==> src/stereo_feedback_delay_assert.svh <==
// ----------------------------------------------------------------------------
// stereo_feedback_delay_assert.svh
// Assertion macros used by the stereo feedback delay lane RTL. They sample on
// clk and are disabled while rst_n is low.
// ----------------------------------------------------------------------------
`ifndef STEREO_FEEDBACK_DELAY_ASSERT_SVH
`define STEREO_FEEDBACK_DELAY_ASSERT_SVH

// Same-cycle implication.
`define SFD_ASSERT_NOW(label, ante, cons, msg) \
  label: assert property (@(posedge clk) disable iff (!rst_n) (ante) |-> (cons)) \
    else $error(msg);

// Next-cycle implication.
`define SFD_ASSERT_NEXT(label, ante, cons, msg) \
  label: assert property (@(posedge clk) disable iff (!rst_n) (ante) |=> (cons)) \
    else $error(msg);

`endif

==> src/sfd_pkg.sv <==
// ----------------------------------------------------------------------------
// sfd_pkg
// Types, constants and arithmetic helpers of the stereo feedback delay.
// ----------------------------------------------------------------------------
`default_nettype none

package sfd_pkg;

  localparam int LINE_DEPTH = 4096;
  localparam int ADDR_W     = $clog2(LINE_DEPTH);
  localparam int SAMPLE_W   = 16;
  localparam int GAIN_W     = 16;
  localparam int GAIN_FRAC  = 15;
  localparam int DELAY_W    = 12;
  localparam int PROD_W     = SAMPLE_W + GAIN_W;
  localparam int FB_W       = PROD_W - GAIN_FRAC;
  localparam int SUM_W      = FB_W + 1;
  localparam int SMP_MAX    = 2 ** (SAMPLE_W - 1) - 1;
  localparam int CFG_W      = 16;
  localparam int CFG_IDX_W  = 2;

  typedef logic signed [SAMPLE_W-1:0] sample_t;
  typedef logic signed [GAIN_W-1:0]   gain_t;
  typedef logic [DELAY_W-1:0]         delay_t;
  typedef logic [ADDR_W-1:0]          addr_t;

  typedef enum logic [CFG_IDX_W-1:0] {
    CFG_LEFT_DELAY    = 2'd0,
    CFG_RIGHT_DELAY   = 2'd1,
    CFG_FEEDBACK_GAIN = 2'd2
  } cfg_reg_e;

  // Control shared by both lanes.
  typedef struct packed {
    logic  advance;   // pipeline moves this cycle
    logic  accept;    // a new word enters this cycle
    addr_t wr_ptr;    // line entry of the word entering now
    addr_t fill;      // words written so far, saturating
  } lane_ctl_t;

  typedef struct packed {
    logic    valid;
    sample_t sample;
  } lane_res_t;

  // A zero delay acts as one; a delay past the line acts as the longest.
  function automatic addr_t eff_delay(input delay_t d);
    int unsigned dw;
    dw = 32'(d);
    if (dw == 0) return addr_t'(1);
    if (dw >= LINE_DEPTH) return addr_t'(LINE_DEPTH - 1);
    return addr_t'(dw);
  endfunction

  // Clamp a widened sum to the signed sample range.
  function automatic sample_t sat_sample(input logic signed [SUM_W-1:0] v);
    logic signed [SUM_W-1:0] hi;
    logic signed [SUM_W-1:0] lo;
    hi = SUM_W'(SMP_MAX);
    lo = ~hi;
    if (v > hi) return sample_t'(hi);
    if (v < lo) return sample_t'(lo);
    return sample_t'(v);
  endfunction

endpackage

`default_nettype wire

==> src/sfd_merge.sv <==
// ----------------------------------------------------------------------------
// sfd_merge
// Joins the two lane results into one output word and holds it until taken.
// ----------------------------------------------------------------------------
`default_nettype none

module sfd_merge import sfd_pkg::*; (
  input  wire logic                  clk,
  input  wire logic                  rst_n,
  input  wire lane_res_t             left_res,
  input  wire lane_res_t             right_res,
  output logic                       advance,
  output logic                       out_tvalid,
  input  wire logic                  out_tready,
  output logic [2*SAMPLE_W-1:0]      out_tdata
);

  logic    vld_r;
  sample_t left_r;
  sample_t right_r;

  assign advance = !vld_r || out_tready;

  always_ff @(posedge clk) begin
    if (!rst_n) begin
      vld_r <= 1'b0;
    end else if (advance) begin
      vld_r <= left_res.valid && right_res.valid;
    end
  end

  always_ff @(posedge clk) begin
    if (advance) begin
      left_r  <= left_res.sample;
      right_r <= right_res.sample;
    end
  end

  assign out_tvalid = vld_r;
  assign out_tdata  = {right_r, left_r};

endmodule

`default_nettype wire

==> config.mk <==
export PLATFORM = sky130hd
export DESIGN_NAME = sfd_merge
export DESIGN_NICKNAME = d
export VERILOG_FILES = /design/src/stereo_feedback_delay_assert.svh /design/src/sfd_pkg.sv /design/src/sfd_merge.sv
export SDC_FILE = /design/constraint.sdc
export NUM_CORES = 1
export LEC_CHECK = 0
export ABC_AREA = 0
export ABC_CLOCK_PERIOD_IN_PS = 1400
export BUFFER_PORTS_ARGS = -buffer_cell sky130_fd_sc_hd__buf_2
export CAP_MARGIN = 10
export CORE_ASPECT_RATIO = 0.8
export CORE_MARGIN = 8
export CORE_UTILIZATION = 40
export CTS_BUF_LIST = sky130_fd_sc_hd__clkbuf_8
export CTS_CLUSTER_DIAMETER = 150
export CTS_CLUSTER_SIZE = 14
export DETAILED_ROUTE_END_ITERATION = 8
export GPL_ROUTABILITY_DRIVEN = 0
export PLACE_DENSITY = 0.78
export SLEW_MARGIN = 20
export SYNTH_ARGS = -nofsm -noshare
export SYNTH_HDL_FRONTEND = slang
export SYNTH_SLANG_ARGS = --single-unit
==> constraint.sdc <==
create_clock -name clk -period 1.4 [get_ports clk]
set_clock_uncertainty 0.05 [all_clocks]
set_input_delay 0.14 -clock clk [delete_from_list [all_inputs] [get_ports clk]]
set_output_delay 0.14 -clock clk [all_outputs]
set_load 0.02 [all_outputs]
* Word level (Yosys, flattened, before mapping)
Cells that the tools add are included.
** Cells by class
- Reduce and logical (&&, ||, !) cells :: 3
** Operator list (count)
- $logic_and A1 B1 Y1 :: 1
- $logic_not A1 Y1 :: 1
- $logic_or A1 B1 Y1 :: 1
** Storage, ports and cells
- Output and inout port bits :: 34
- Bits in registers :: 33
- Word-level logic and storage cells :: 6
- Bits of input ports :: 37

* Longest topological paths before layout
Gate-level depths: netlist (run 1).
- Depth in word-level cells :: 2
- Mapped depth :: 2
- Mapped depth without buffers :: 2

* Worst setup path after synthesis (run 1)
No wires, ideal clock.
- Path kind :: register to register
- Start :: register vld_r (netlist: out_tvalid)
- End :: register left_r[0] (enable)
- Arrival :: 0.725 ns
- Cell stages (with the launch flop) :: 2
- Required time :: 0.995 ns
- Period minus slack after synthesis :: 1.129 ns
- Setup slack :: 0.271 ns
- Buffers on the path :: 0
- Library setup time :: 0.355 ns
- Cell sequence :: dfxtp_1 > nand2b_4
** Between the ends
- Cells in the longest elaborated chain, start to end :: 2
** RTL lines
- from (decl) :: line sfd_merge.sv:18 : logic vld_r;
- from (signal assigned) :: line sfd_merge.sv:28 : vld_r <= left_res.valid && right_res.valid;
- $logic_not A1 Y1 :: line sfd_merge.sv:22 : assign advance = !vld_r || out_tready;
- $logic_or A1 B1 Y1 :: line sfd_merge.sv:22
- via advance :: line sfd_merge.sv:12 : output logic advance,
- to (signal assigned) :: line sfd_merge.sv:34 : left_r <= left_res.sample;
- to (decl) :: line sfd_merge.sv:19 : sample_t left_r;
The timed path passes the listed nets, and every way through them passes these cells.
A chain may end at the register's enable or synchronous reset.

* Final worst setup path (run 1)
- Start :: register vld_r (netlist: out_tvalid)
- End :: output advance
** Between the ends
- Cells in the longest elaborated chain, start to end :: 2
** RTL lines (line)
- $logic_not A1 Y1 :: sfd_merge.sv:22
- $logic_or A1 B1 Y1 :: sfd_merge.sv:22
- to (decl) :: sfd_merge.sv:12
No other way between the ends.

==> results.sh, run 1 <==
export IMPL_drt_first_iter_violations=51
export IMPL_status="finished, final reports clean"
export IMPL_p_leak_uw=0.000831
export IMPL_worstPathRequired_ps=1210
export IMPL_layout_setup_ws_ps=158
export IMPL_drive_gt1_share_pct=54.7
export IMPL_areaGrowthSynthToFinish_pct=84.5
export IMPL_criticalPathCategory="reg -> out"
export IMPL_critPathMaxFanout=17
export IMPL_post_cts_resized=0
export IMPL_setup_violations=0
export IMPL_period_minus_slack_ps=1240
export IMPL_drtPass1Iterations=4
export IMPL_antenna_found_initial=0
export IMPL_r2r_start="out_tvalid$_SDFFE_PN0P_"
export IMPL_min_delay_start="rst_n"
export IMPL_drtAntennaViolNets=0
export IMPL_wl_mm=3.14
export IMPL_grt_pass1_wl_mm=4.89
export IMPL_powerDensity_nw_per_um2=1250
export IMPL_numCtsBuffers=5
export IMPL_cts_sinks=33
export IMPL_critPathLaunchType="flip-flop"
export IMPL_coreArea_um2=2420
export IMPL_clkLatencyLatePin_ps=290
export IMPL_cts_root_buf="clkbuf_8"
export IMPL_worstReg2RegEnd="right_r[12]$_DFFE_PP_"
export IMPL_synth_top_cell_area_share_pct=95.2
export IMPL_synth_distinct_cells=5
export IMPL_syn_cell_area_um2=1010
export IMPL_vias_per_cell=4.26
export IMPL_vdd_ir_drop_max_mv=0.856
export IMPL_relSlewSlack_pct=86.1
export IMPL_yosys_top_cells_area="edfxtp_1, dfxtp_1, nand2b_4, a21boi_2, nand2_1"
export IMPL_ioPinCount=71
export IMPL_die_height_um=60.9
export IMPL_cts_tree="built"
export IMPL_rows=16
export IMPL_ys_seq_area_share_pct=97.1
export IMPL_die_area_um2=4400
export IMPL_antenna_cells=0
export IMPL_min_path_cells=2
export IMPL_grt_max_degree=18
export IMPL_dieWidth_um=72.2
export IMPL_overflow=0
export IMPL_ys_ff_latch=33
export IMPL_tightest_slew_ps=208
export IMPL_place_ws_ps=400
export IMPL_grt_pass1_vias=954
export IMPL_dp_hpwl_mm=1.78
export IMPL_drv_slew=0
export IMPL_cap_violations=0
export IMPL_netlist_instances=36
export IMPL_hold_end="out_tvalid$_SDFFE_PN0P_"
export IMPL_drcViolationCount=0
export IMPL_finalHoldViolCount=0
export IMPL_io_buffers=70
export IMPL_slowest_delay_ps=380
export IMPL_synth_nets=73
export IMPL_post_route_period_util_pct=88.7
export IMPL_cp_end_kind="primary output"
export IMPL_rr_worst_depth=2
export IMPL_clk_path_buf_depth=2
export IMPL_wire_per_inst_um=17.1
export IMPL_track_usage_pct=15.9
export IMPL_start_util_pct=41.7
export IMPL_avgSynthCellArea_um2=28.0
export IMPL_fmax_mhz=805
export IMPL_utilization_pct=76.9
export IMPL_rsz0062_at_grt="no"
export IMPL_cp_slowest_cell="dfxtp_1"
export IMPL_fin_nets=184
export IMPL_holdBufCountCts=32
export IMPL_yosysTopAreaCell="edfxtp_1"
export IMPL_cp_cell_sequence="nand2b_4, buf_12, buf_2"
export IMPL_fillCellCount=143
export IMPL_min_path_type="in -> reg"
export IMPL_finalSetupTns_ps=0
export IMPL_postCtsSetupBuffers=0
export IMPL_clk_pin_slew_ps=70
export IMPL_ff2ff_setup_slack_ps=380
export IMPL_yosysWarnings=0
export IMPL_vias=783
export IMPL_h_tree_depth=2
export IMPL_cp_arrival_ps=1050
export IMPL_finalPower_uw=2340
-- worst max-delay path: cells and delay by family (launching register included) --
family / cells / cell delay, ps
flip-flops: 1 / 380
AND/OR/NAND/NOR: 1 / 80
buffers and inverters: 2 / 310
-- area by class of cell --
cell class	instances	area (µm²)	area share [%]
Clock inverter	3	41.3	2.22
Multi-Input combinational cell	3	28.8	1.54
Tap cell	36	45.0	2.42
Clock buffer	5	68.8	3.69
Timing Repair Buffer	104	698	37.5
Sequential cell	33	981	52.7
-- worst max path at each step --
| stage | startpoint | endpoint | slack [ps] | cells past startpoint |
|---|---|---|---|---|
| final | out_tvalid$_SDFFE_PN0P_ | advance | 160 | 3 |
| after global routing | out_tvalid$_SDFFE_PN0P_ | advance | 120 | 3 |
| after CTS | out_tvalid$_SDFFE_PN0P_ | advance | 160 | 3 |
| after detailed placement | out_tvalid$_SDFFE_PN0P_ | left_r[14]$_DFFE_PP_ | 400 | 2 |
| after global placement | out_tvalid$_SDFFE_PN0P_ | left_r[11]$_DFFE_PP_ | 410 | 2 |
| after floorplan | out_tvalid$_SDFFE_PN0P_ | left_r[0]$_DFFE_PP_ | 270 | 1 |
-- kinds of logic after synthesis --
family	count (synthesis)	share of synthesized area, %
simple gates	2	1.73
compound gates	1	1.12
flops	33	97.1
-- Yosys cell counts, drive strengths merged --
cell and instances:
edfxtp 32, dfxtp 1, nand2b 1, a21boi 1
nand2 1
-- through the flow --
| stage | hold WS (ps) | std cells | instance area [µm²] |
|---|---|---|---|
| final | 30.0 | 184 | 1860 |
| after global routing | 35.2 | 184 | 1860 |
| after CTS | 29.6 | 184 | 1860 |
| after detailed placement | 268 | 144 | 1430 |
| after global placement | 267 | 144 | 1430 |
| after floorplan | 189 | 36 | 1010 |
-- layout by cell type (no fill, tap or decap), types with 5 or more instances in the layout --
master	n
buf_2	70
clkbuf_8	5
dlygate4sd3_1	32
edfxtp_1	32
-- layer usage --
layer,track usage (%),routed length (µm)
met3,12.0,428
met5,0,0
met1,12.5,1050
met4,7.25,62
met2,28.6,1600
-- registers in the layout, summed over array words and instances, names as in the netlist --
name and count:
right_r 16, left_r 16, out_tvalid 1
-- report_power, final --
group,switching [µW],internal (µW),leakage [µW]
Sequential,18.7,1150,0.000343
Clock,348,523,0.0000518
Combinational,152,143,0.000436
Note: power is estimated with default switching activity, not from simulation.
==> run 2: changes to the inputs <==
Settings changed: ABC_CLOCK_PERIOD_IN_PS 1400 to 1000, CORE_UTILIZATION 40 to 37, PLACE_DENSITY 0.78 to 0.76.
Clock period 1.4 ns to 1 ns, I/O delays scaled along.
==> run 2 against run 1 <==
The flow now finishes with violations (setup timing); combinational power increased by 56%; core utilization shrank 2.6 points; critical path type unchanged; sequential power rose by 40%; wire length up 8.8%; sequential share of layout area fell by 3.2 points; power is 41% higher; clock-buffer cell count unchanged.
==> results.sh, run 2 (same netlist as run 1, synthesis figures left out) <==
export IMPL_finalHoldViolCount=0
export IMPL_finalPower_uw=3300
export IMPL_coreArea_um2=2680
export IMPL_start_util_pct=37.7
export IMPL_h_tree_depth=2
export IMPL_vdd_ir_drop_max_mv=1.05
export IMPL_wl_mm=3.42
export IMPL_switching_share_pct=21.9
export IMPL_antenna_found_initial=0
export IMPL_drt_first_iter_violations=49
export IMPL_relSlewSlack_pct=90.5
export IMPL_rows=17
export IMPL_cp_arrival_ps=940
export IMPL_cap_violations=0
export IMPL_p_sw_uw=725
export IMPL_ioPinCount=71
export IMPL_drv_slew=0
export IMPL_cts_root_buf="clkbuf_8"
export IMPL_fin_nets=188
export IMPL_critPathLaunchType="flip-flop"
export IMPL_setup_violations=36
export IMPL_wire_per_inst_um=18.0
export IMPL_utilization_pct=74.3
export IMPL_grt_max_degree=15
export IMPL_period_minus_slack_ps=1090
export IMPL_vias=803
export IMPL_power_share_clock_pct=36.3
export IMPL_fin_cells=190
export IMPL_overflow=0
export IMPL_die_height_um=62.7
export IMPL_numCtsBuffers=5
export IMPL_pwr_share_seq_pct=49.7
export IMPL_drtPass1Iterations=4
export IMPL_final_cell_mix="buf_2, dlygate4sd3_1, edfxtp_1, clkbuf_8, buf_6"
export IMPL_layout_setup_ws_ps=-94.6
export IMPL_grt_pass1_vias=887
export IMPL_worstPathRequired_ps=850
export IMPL_r2r_start="out_tvalid$_SDFFE_PN0P_"
export IMPL_drtAntennaViolNets=0
export IMPL_critPathMaxFanout=3
export IMPL_drcViolationCount=0
export IMPL_rsz0062_at_grt="yes"
export IMPL_place_ws_ps=59.3
export IMPL_clk_path_buf_depth=2
export IMPL_violations="setup timing"
export IMPL_dp_cells=146
export IMPL_vias_per_cell=4.23
export IMPL_min_path_type="in -> reg"
export IMPL_min_delay_start="rst_n"
export IMPL_drive_gt1_share_pct=55.9
export IMPL_antenna_cells=0
export IMPL_status="complete, but fails checks"
export IMPL_fmax_mhz=914
export IMPL_track_usage_pct=14.4
export IMPL_clkLatencyLatePin_ps=270
export IMPL_dieWidth_um=74.4
export IMPL_io_buffers=70
export IMPL_tightest_slew_ps=143
export IMPL_p_leak_uw=0.000904
export IMPL_post_route_period_util_pct=109
export IMPL_cp_end_kind="primary output"
export IMPL_criticalPathCategory="reg -> out"
export IMPL_p_comb_share_pct=13.9
export IMPL_areaGrowthSynthToFinish_pct=97.3
export IMPL_grt_pass1_wl_mm=4.76
export IMPL_powerDensity_nw_per_um2=1660
export IMPL_die_area_um2=4670
export IMPL_cts_sinks=33
export IMPL_startpoint="out_tvalid$_SDFFE_PN0P_"
export IMPL_power_internal_uw=2580
export IMPL_hold_ws_ps=13.1
export IMPL_cts_tree="built"
export IMPL_clk_pin_slew_ps=60
export IMPL_final_common_cell="buf_2"
-- run 2: cell types whose count changed in the layout (fill, tap and decap cells not counted), sizes merged --
| cell | change |
|---|---|
| inv | +1 |
| clkbuf | +1 |
| bufbuf | +1 |
| buf | +2 |
| clkinvlp | -1 |
-- run 2: metrics by stage --
step	cell area (µm²)	TNS, ps
floorplan	1010	-2440
global placement	1450	0
detailed placement	1450	0
CTS	1940	-1250
global route	1990	-2410
finish	1990	-1360
-- run 2: routing by layer --
layer / track usage (%) / vias up / share of wire, %
met1: 14.5 / 373 / 37
li1: - / 371 / -
met5: 0 / - / 0
met2: 24.9 / 52 / 51
met4: 6.59 / 0 / 1.6
met3: 5.93 / 7 / 10
-- run 2: area by class of cell --
cell class	count	area, µm²
clock buffer	5	68.8
clock inverter	3	37.5
fill	162	688
multi-input combinational	3	28.8
sequential	33	985
tap	38	47.5
timing repair buffer	108	825
-- run 2: critical path: stages, from the launching register on --
cell,delay [ps]
dfxtp_4,350
nand2b_4,70
buf_12,130
buf_8,120
-- run 2: repair_timing --
action,4_1_cts,5_1_grt
pin swaps,0,0
buffers inserted,2,0
hold buffers,32,0
gates cloned,1,1
endpoints found under the setup margin,1,44
endpoints found under the hold margin,32,0
resized for setup,3,10
-- run 2: final timing paths --
check / slack, ps / endpoint / depth (start not counted)
worst max register to register: -60 / left_r[3]$_DFFE_PP_ / 3
worst min-delay path: 10 / out_tvalid$_SDFFE_PN0P_ / 2
worst min register to register: 760 / out_tvalid$_SDFFE_PN0P_ / 4
worst max-delay path: -90 / advance / 3
-- run 2: power groups by stage --
stage	Clock [µW]	Combinational [µW]	Sequential, µW
floorplan	0	20.8	1790
global placement	0	307	1660
detailed placement	0	312	1660
CTS	1190	431	1630
global route	1260	485	1650
finish	1200	461	1640
==> run 3: changes to the inputs <==
Settings changed: BUFFER_PORTS_ARGS -buffer_cell sky130_fd_sc_hd__buf_2 to -buffer_cell sky130_fd_sc_hd__clkbuf_2.
==> run 3 against run 2 <==
The run still ends with setup timing left; wire length is 4.3% lower; sequential cell count stayed put; combinational power is 3% lower; sequential power hardly changed; cell count is 0.53% lower; worst setup slack worse by 0.85 ps; worst hold slack better by 34 ps; critical endpoint unchanged.
==> results.sh, run 3 (same netlist as run 1, synthesis figures left out) <==
export IMPL_io_buffers=70
export IMPL_tightest_slew_ps=139
export IMPL_die_height_um=62.7
export IMPL_ioPinCount=71
export IMPL_power_share_clock_pct=30.1
export IMPL_grt_max_degree=15
export IMPL_cts_sinks=33
export IMPL_vias=801
export IMPL_p_comb_share_pct=14.9
export IMPL_rsz0062_at_grt="yes"
export IMPL_setup_violations=35
export IMPL_p_leak_uw=0.000887
export IMPL_min_path_cells=2
export IMPL_drtAntennaViolNets=0
export IMPL_place_ws_ps=57.2
export IMPL_switching_share_pct=23.0
export IMPL_drt_first_iter_violations=54
export IMPL_start_util_pct=37.7
export IMPL_fmax_mhz=913
export IMPL_cp_cell_sequence="nand2b_4, buf_12, buf_8"
export IMPL_clk_path_buf_depth=2
export IMPL_r2r_start="out_tvalid$_SDFFE_PN0P_"
export IMPL_critPathLaunchType="flip-flop"
export IMPL_clk_pin_slew_ps=60
export IMPL_vdd_ir_drop_max_mv=0.622
export IMPL_drtPass1Iterations=2
export IMPL_final_area_um2=1930
export IMPL_dieWidth_um=74.4
export IMPL_cts_tree="built"
export IMPL_overflow=0
export IMPL_cp_arrival_ps=950
export IMPL_grt_pass1_wl_mm=4.37
export IMPL_fillCellCount=169
export IMPL_layout_setup_ws_ps=-95.4
export IMPL_grt_pass1_vias=860
export IMPL_rr_worst_depth=3
export IMPL_status="complete, but fails checks"
export IMPL_final_cell_mix="clkbuf_2, dlygate4sd3_1, edfxtp_1, buf_2, clkbuf_8"
export IMPL_wl_mm=3.27
export IMPL_numCtsBuffers=5
export IMPL_coreArea_um2=2680
export IMPL_die_area_um2=4670
export IMPL_violations="setup timing"
export IMPL_wire_per_inst_um=17.3
export IMPL_drv_slew=0
export IMPL_drive_gt1_share_pct=55.6
export IMPL_final_common_cell="clkbuf_2"
export IMPL_h_tree_depth=2
export IMPL_finalHoldViolCount=0
export IMPL_cap_violations=0
export IMPL_fin_nets=188
export IMPL_cp_end_kind="primary output"
export IMPL_post_route_period_util_pct=110
export IMPL_antenna_cells=0
export IMPL_critPathMaxFanout=3
export IMPL_period_minus_slack_ps=1100
export IMPL_drcViolationCount=0
export IMPL_worstReg2RegEnd="left_r[8]$_DFFE_PP_"
export IMPL_cp_slowest_cell="dfxtp_4"
export IMPL_track_usage_pct=13.0
export IMPL_hold_end="out_tvalid$_SDFFE_PN0P_"
export IMPL_criticalPathCategory="reg -> out"
export IMPL_powerDensity_nw_per_um2=1550
export IMPL_cts_root_buf="clkbuf_8"
export IMPL_relSlewSlack_pct=90.8
export IMPL_antenna_found_initial=0
export IMPL_ff2ff_setup_slack_ps=-60
export IMPL_p_sw_uw=688
export IMPL_power_internal_uw=2300
export IMPL_worstPathRequired_ps=850
export IMPL_rows=17
export IMPL_utilization_pct=71.8
export IMPL_areaGrowthSynthToFinish_pct=90.7
export IMPL_min_delay_start="rst_n"
export IMPL_vias_per_cell=4.24
export IMPL_pwr_share_seq_pct=55.0
export IMPL_dpl_cell_area_um2=1450
export IMPL_slowest_delay_ps=350
export IMPL_clkLatencyLatePin_ps=270
export IMPL_min_path_type="in -> reg"
run 3: cell types whose count changed in the layout (fill, tap and decap cells not counted), sizes merged:
cell | previous run | this run
bufinv | 1 | 0
clkbuf | 6 | 64
buf | 74 | 16
run 3: repair_timing:
item | in CTS | in global routing
hold endpoints to repair | 32 | 0
gates cloned | 1 | 0
resized for setup | 2 | 14
hold buffers | 32 | 0
buffers inserted | 1 | 2
setup endpoints to repair | 1 | 29
run 3: power groups by stage:
stage          Combinational, µW  Sequential (µW)  Clock, µW
2_1_floorplan               20.8             1790          0
5_1_grt                      468             1650        989
6_report                     445             1640        898
4_1_cts                      429             1640        886
3_3_place_gp                 306             1660          0
3_5_place_dp                 311             1670          0
run 3: worst max-delay path by stage:
stage / startpoint / end / slack (ps) / depth (start not counted)
floorplan: out_tvalid$_SDFFE_PN0P_ / left_r[0]$_DFFE_PP_ / -80 / 1
global placement: out_tvalid$_SDFFE_PN0P_ / left_r[5]$_DFFE_PP_ / 70 / 2
detailed placement: out_tvalid$_SDFFE_PN0P_ / left_r[4]$_DFFE_PP_ / 60 / 2
CTS: out_tvalid$_SDFFE_PN0P_ / advance / -140 / 3
global route: out_tvalid$_SDFFE_PN0P_ / advance / -120 / 3
finish: out_tvalid$_SDFFE_PN0P_ / advance / -100 / 3
run 3: cell type report:
type / instances / area, µm² / share of cell area, %
repair buffers: 108 / 788 / 40.9
well taps: 38 / 47.5 / 2.47
multi-input cells: 3 / 28.8 / 1.49
clock buffers: 5 / 68.8 / 3.57
clock inverters: 2 / 7.51 / 0.390
flip-flops and latches: 33 / 985 / 51.1
run 3: metrics by stage:
| step | total power, µW | hold slack [ps] | TNS, ps | cells |
|---|---|---|---|---|
| 2_1_floorplan | 1810 | 149 | -2440 | 36 |
| 3_3_place_gp | 1970 | 227 | 0 | 146 |
| 3_5_place_dp | 1980 | 229 | 0 | 146 |
| 4_1_cts | 2950 | 48.0 | -1420 | 187 |
| 5_1_grt | 3110 | 43.0 | -2200 | 189 |
| 6_report | 2990 | 46.7 | -1540 | 189 |
run 3: critical path, delay by kind of cell, from the launching register on:
family,cells,cell delay [ps]
and+or+nand+nor,1,70
DFF,1,350
buffers and inverters,2,250
run 3: routing by layer:
metal | up-vias | global-route usage (%) | routed length (µm)
li1 | 370 | - | -
met1 | 383 | 12.8 | 1230
met2 | 44 | 22.6 | 1720
met3 | 4 | 4.81 | 294
met4 | 0 | 6.59 | 25
met5 | - | 0 | 0
